[src/hdl/pip_pkg.sv]
// Shared types and constants for the point-in-polygon test block.
// No dependencies; imported by the top level and the multiplier unit.
package pip_pkg;

	localparam int LAT_W     = 28;           // vertex and query latitude
	localparam int LNG_W     = 29;           // vertex and query longitude
	localparam int DLAT_W    = LAT_W + 1;    // latitude difference
	localparam int OPND_W    = LNG_W + 1;    // multiplier operand, longitude difference
	localparam int PROD_W    = 2 * OPND_W;   // multiplier product
	localparam int DEV_W     = PROD_W + 1;   // difference of two products
	localparam int VTX_W     = LAT_W + LNG_W;
	localparam int REQ_W     = 2;
	localparam int S_DATA_W  = 64;
	localparam int M_DATA_W  = 8;
	localparam int MIN_VERTICES = 3;

	typedef enum logic [REQ_W-1:0] {
		REQ_CLEAR  = 2'd0,
		REQ_APPEND = 2'd1,
		REQ_QUERY  = 2'd2
	} req_t;

endpackage

[src/hdl/pip_mul.sv]
// Shared signed multiplier with a registered product.
// Depends on pip_pkg for operand and product widths.
module pip_mul
	import pip_pkg::*;
(
	input  logic                     clk,
	input  logic signed [OPND_W-1:0] op_a,
	input  logic signed [OPND_W-1:0] op_b,
	output logic signed [PROD_W-1:0] prod
);

	always_ff @(posedge clk) begin
		prod <= op_a * op_b;
	end

endmodule

[config.mk]
export PLATFORM = sky130hd
export DESIGN_NAME = pip_mul
export DESIGN_NICKNAME = d
export VERILOG_FILES = /design/src/hdl/pip_pkg.sv /design/src/hdl/pip_mul.sv
export SDC_FILE = /design/constraint.sdc
export NUM_CORES = 2
export LEC_CHECK = 0
export ABC_AREA = 1
export BUFFER_PORTS_ARGS = -buffer_cell sky130_fd_sc_hd__clkbuf_2
export CAP_MARGIN = 40
export CORE_ASPECT_RATIO = 1.4
export CORE_MARGIN = 5
export CORE_UTILIZATION = 55
export CTS_BUF_LIST = sky130_fd_sc_hd__clkbuf_4 sky130_fd_sc_hd__clkbuf_8
export DETAILED_ROUTE_END_ITERATION = 8
export GPL_TIMING_DRIVEN = 0
export PLACE_DENSITY = 0.72
export SYNTH_ARGS = -nofsm -noshare
export SYNTH_HDL_FRONTEND = slang
export SYNTH_SLANG_ARGS = --single-unit
[constraint.sdc]
create_clock -name clk -period 17.7 [get_ports clk]
set_clock_uncertainty 0.05 [all_clocks]
set_input_delay 1.77 -clock clk [delete_from_list [all_inputs] [get_ports clk]]
set_output_delay 1.77 -clock clk [all_outputs]
set_load 0.005 [all_outputs]
Yosys cells after proc, flatten, opt, wreduce, memory -nomap -nowiden
Index checks and enable logic that the tools add are counted.

storage, ports and cells
  register bits = 60
  input port bits = 61

operators by class
  multipliers = 1

operator list
  kind              number
  $mul A30 B30 Y60  1

Depth between registers and ports, before layout
  depth in word-level cells = 1
  gate-level depth with buffers = 33
  gate-level depth less buffers = 32

Least setup slack after synthesis
Ideal clock, no wire load.

  path type = input port to flip-flop
  start = input port op_b[3]
  end = register prod[47]
  stages = 27
  setup slack = 9199 ps
  arrival = 8338 ps
  library setup time = 113 ps
  buffers on the path = 1
  required time = 17537 ps
  cell sequence = clkbuf_1 nand2_1 inv_1 fa_1 inv_1 fa_1 inv_1 fa_1 fa_1 inv_1 fa_1 inv_1 fa_1 inv_1 fa_1 fa_1 inv_1 ha_1 nand2_1 nor2_1 inv_1 nor2_2 inv_1 nor3_1 nand2_1 nand4_1 nand2_1

between the ends
  cells in the longest elaborated chain, start to end = 1

RTL lines
  item                  line           RTL
  from (decl)           pip_mul.sv:8   input logic signed [OPND_W-1:0] op_b,
  $mul A30 B30 Y60      pip_mul.sv:13  prod <= op_a * op_b;
  to (signal assigned)  pip_mul.sv:13
  to (decl)             pip_mul.sv:9   output logic signed [PROD_W-1:0] prod

No other way between the ends.

Worst setup path after layout
Ends and elaborated chain as after synthesis.

==> impl_metrics.yaml <==
yosys:
  synth.top_cell.area_share_pct: 53.1
  ys_seq_elements: 60
  synth-compound-area-share_pct: 1.69
  synthMuxAreaShare_pct: 0
  xor_xnor_share_of_the_synthesized_area_pct: 1.09
  postSynthAreaPerCell_um2: 7.84
  synthesis.nets: 5799
  synth_simple_gate_area_share_pct: 16.7
  async_flop_share_pct: 0
  synthMostInstantiatedCell: "sky130_fd_sc_hd__inv_1"
  yosys.cell_types.count: 38
  arithmetic_cell_share_of_the_synthesized_area_counting_full_adders_half_adders_and_majority_gates_pct: 59.1
  synth_top_family_by_area: "adder cells"
  post-synth-top-area-cell: "sky130_fd_sc_hd__fa_1"
  synth_warnings: 0
  synth.yosys.seq_area_share_pct: 3.32
  synth_enable_flop_cells: 0
  synth_top_flop_cell: "sky130_fd_sc_hd__dfxtp_1"
  post_synth_inst_count: 4606
  synth_top_cells_by_count: "sky130_fd_sc_hd__inv_1 (1555), sky130_fd_sc_hd__nand2_1 (1261), sky130_fd_sc_hd__fa_1 (958), sky130_fd_sc_hd__clkbuf_1 (179), sky130_fd_sc_hd__ha_1 (174)"
  synthTopCellsByArea: "sky130_fd_sc_hd__fa_1 (53%), sky130_fd_sc_hd__inv_1 (16%), sky130_fd_sc_hd__nand2_1 (13%)"
  netlist_area_um2: 36100
setup_path:
  crit_path_start: "op_b[3]"
  cp-endpoint: "prod[47]"
  cp_common_cell: "sky130_fd_sc_hd__inv_1"
  required_ns: 17.88
  critical-path-slowest-cell: "sky130_fd_sc_hd__fa_1"
  slowest_delay_ns: 1.02
  critical_path.top_delay_family: "adder cells"
  setup.worst_path.end_class: "flop"
  critPathKind: "in2reg"
  timing.critical_path.depth: 27
  critical_path.startpoint_type: "input port"
  arrival_ns: 10.27
  maximum_fanout_along_the_worst_path: 10
  crit_buf_inv: 10
clock_tree:
  cts_tree: "done"
  cts_setup_buffers: 0
  clk_pin_slew_worst_paths_ns: 0.07
  cts-htree-levels: 3
  clock_sinks: 60
  post_cts_resize_count: 0
  clock_tree.root_cell: "sky130_fd_sc_hd__clkbuf_8"
  cts.hold.buffers_added: 0
  ctsLongestPathBuffers: 2
  tritoncts.num_buffers: 9
placement:
  buffer_ports.inserted: 61
  globalplace.congestion: 1.05
  place.detailed.hpwl_mm: 110
  dp_slack_ns: 7.44
sta:
  fmax_achieved_mhz: 99.1
  final.period_utilization_pct: 57.0
  max-slew-margin-rel_pct: 30.5
  setup-violations-final: 0
  timing.final.hold_violations: 0
  transition_time_at_the_pin_with_the_least_slew_margin_ns: 1.04
  worst_slack_ns: 7.61
  rsz_0062_raised_after_global_routing: "no"
  period_minus_slack_ns: 10.09
  setup-tns-final_ns: 0
  finalMaxSlewViolations: 0
routing:
  routed_wire_length_per_instance_um: 22.8
  vias_per_cell: 5.38
  num_vias: 30150
  ant_nets: 0
  drc_errors: 0
  drt-initial-drc-count: 2632
  drt-pass1-iter-count: 6
  drt_wl_total_mm: 128
global_routing:
  grt_antenna_before_repair: 5
  first_global_vias: 32431
  gr_overflow_total: 0
  grt_start_max_net_pins: 19
  gr-usage-all-layers_pct: 37.1
  wire_length_of_the_first_global_routing_pass_mm: 192
finish:
  synthToLayoutAreaGrowth_pct: 6.68
  largestRegisters: "prod: 60 flops"
  number_of_flip_flops_under_the_largest_register_name: 60
  post_route_cells_drive_above_1_share_pct: 4.40
  largest-register: "prod"
  finalNetCount: 5939
  multiInputGateArea_um2: 28400
  register_area_um2: 1200
  fillCellCount: 6029
floorplan:
  fp.coreArea_um2: 65300
  die_h_um: 313
  io-pin-count: 121
  floorplan.die.width_um: 227
  core.rowCount: 111
  floorplan.initialDensity_pct: 55.4
  die_footprint_um2: 71000
flow_run:
  max_cap_viol_count: 0
run_status:
  outcome: "complete, no violations"
worst_hold_path:
  worst_hold_path_type: "in2reg"
-- kinds of logic (layout without fill, tap and decap cells) --
kind of cell	count (synthesis)	in the layout
buffers and inverters	1744	1889
and+or+nand+nor	1514	1514
adders and majority gates	1132	1132
AOI/OAI and AO/OA	111	111
DFF	60	60
xor gates and xnor gates	45	45
other	0	3
-- layout make-up --
type	count	area share, %
plain buffers	180	1.75
multi-input cells	2802	73.6
repair buffers	129	3.03
flip-flops and latches	60	3.12
clock buffers	10	0.357
well taps	847	2.75
diodes	3	0.0195
inverters	1564	15.2
clock inverters	6	0.101
-- per-layer routing --
layer	GRT usage [%]	vias up	wire length, µm
met1	41.6	14845	40200
met2	60.0	1804	59200
met5	0	-	13
met4	29.9	2	14700
met3	8.49	679	13400
li1	-	12820	-
-- cells in the final DEF, fill, tap and decap left out, types with 8 or more instances in the layout --
master / count
sky130_fd_sc_hd__buf_8: 22
sky130_fd_sc_hd__nor2_2: 17
sky130_fd_sc_hd__nand4_1: 18
sky130_fd_sc_hd__nand2_1: 1261
sky130_fd_sc_hd__dfxtp_1: 60
sky130_fd_sc_hd__clkbuf_8: 10
sky130_fd_sc_hd__ha_1: 174
sky130_fd_sc_hd__buf_6: 45
sky130_fd_sc_hd__o21ai_0: 21
sky130_fd_sc_hd__inv_1: 1555
sky130_fd_sc_hd__nand2_2: 14
sky130_fd_sc_hd__xor2_1: 34
sky130_fd_sc_hd__clkbuf_2: 61
sky130_fd_sc_hd__fa_1: 958
sky130_fd_sc_hd__xnor2_1: 11
sky130_fd_sc_hd__inv_2: 8
sky130_fd_sc_hd__a21oi_1: 65
sky130_fd_sc_hd__nor2_1: 109
sky130_fd_sc_hd__clkbuf_1: 179
sky130_fd_sc_hd__nand3_1: 61
sky130_fd_sc_hd__o21bai_1: 9
-- worst min-delay path by stage --
stage	slack, ns	end	cells after the start	startpoint
6_report	1.92	prod[0]	3	op_b[0]
5_1_grt	1.91	prod[0]	3	op_b[0]
4_1_cts	1.88	prod[0]	3	op_b[0]
3_5_place_dp	2.09	prod[34]	1	prod[34]
3_3_place_gp	2.09	prod[0]	1	prod[0]
2_1_floorplan	2.00	prod[0]	0	prod[0]
-- stage by stage --
stage	area [µm²]	hold slack [ns]	std cells	utilization, %
6_report	38500	1.92	5601	59.1
5_1_grt	38500	1.91	5598	59.0
3_3_place_gp	37500	2.09	5514	57.4
3_5_place_dp	38400	2.09	5581	58.8
4_1_cts	38500	1.88	5597	59.0
2_1_floorplan	36100	2.00	4606	-
-- worst min-delay path: cells and delay by family --
kind,cells,cell delay [ns]
buffers and inverters,2,0.35
AND/OR/NAND/NOR,1,0.16
Power is not shown: default switching activity piles up to over one toggle a cycle in this logic, so the estimate is an artifact.
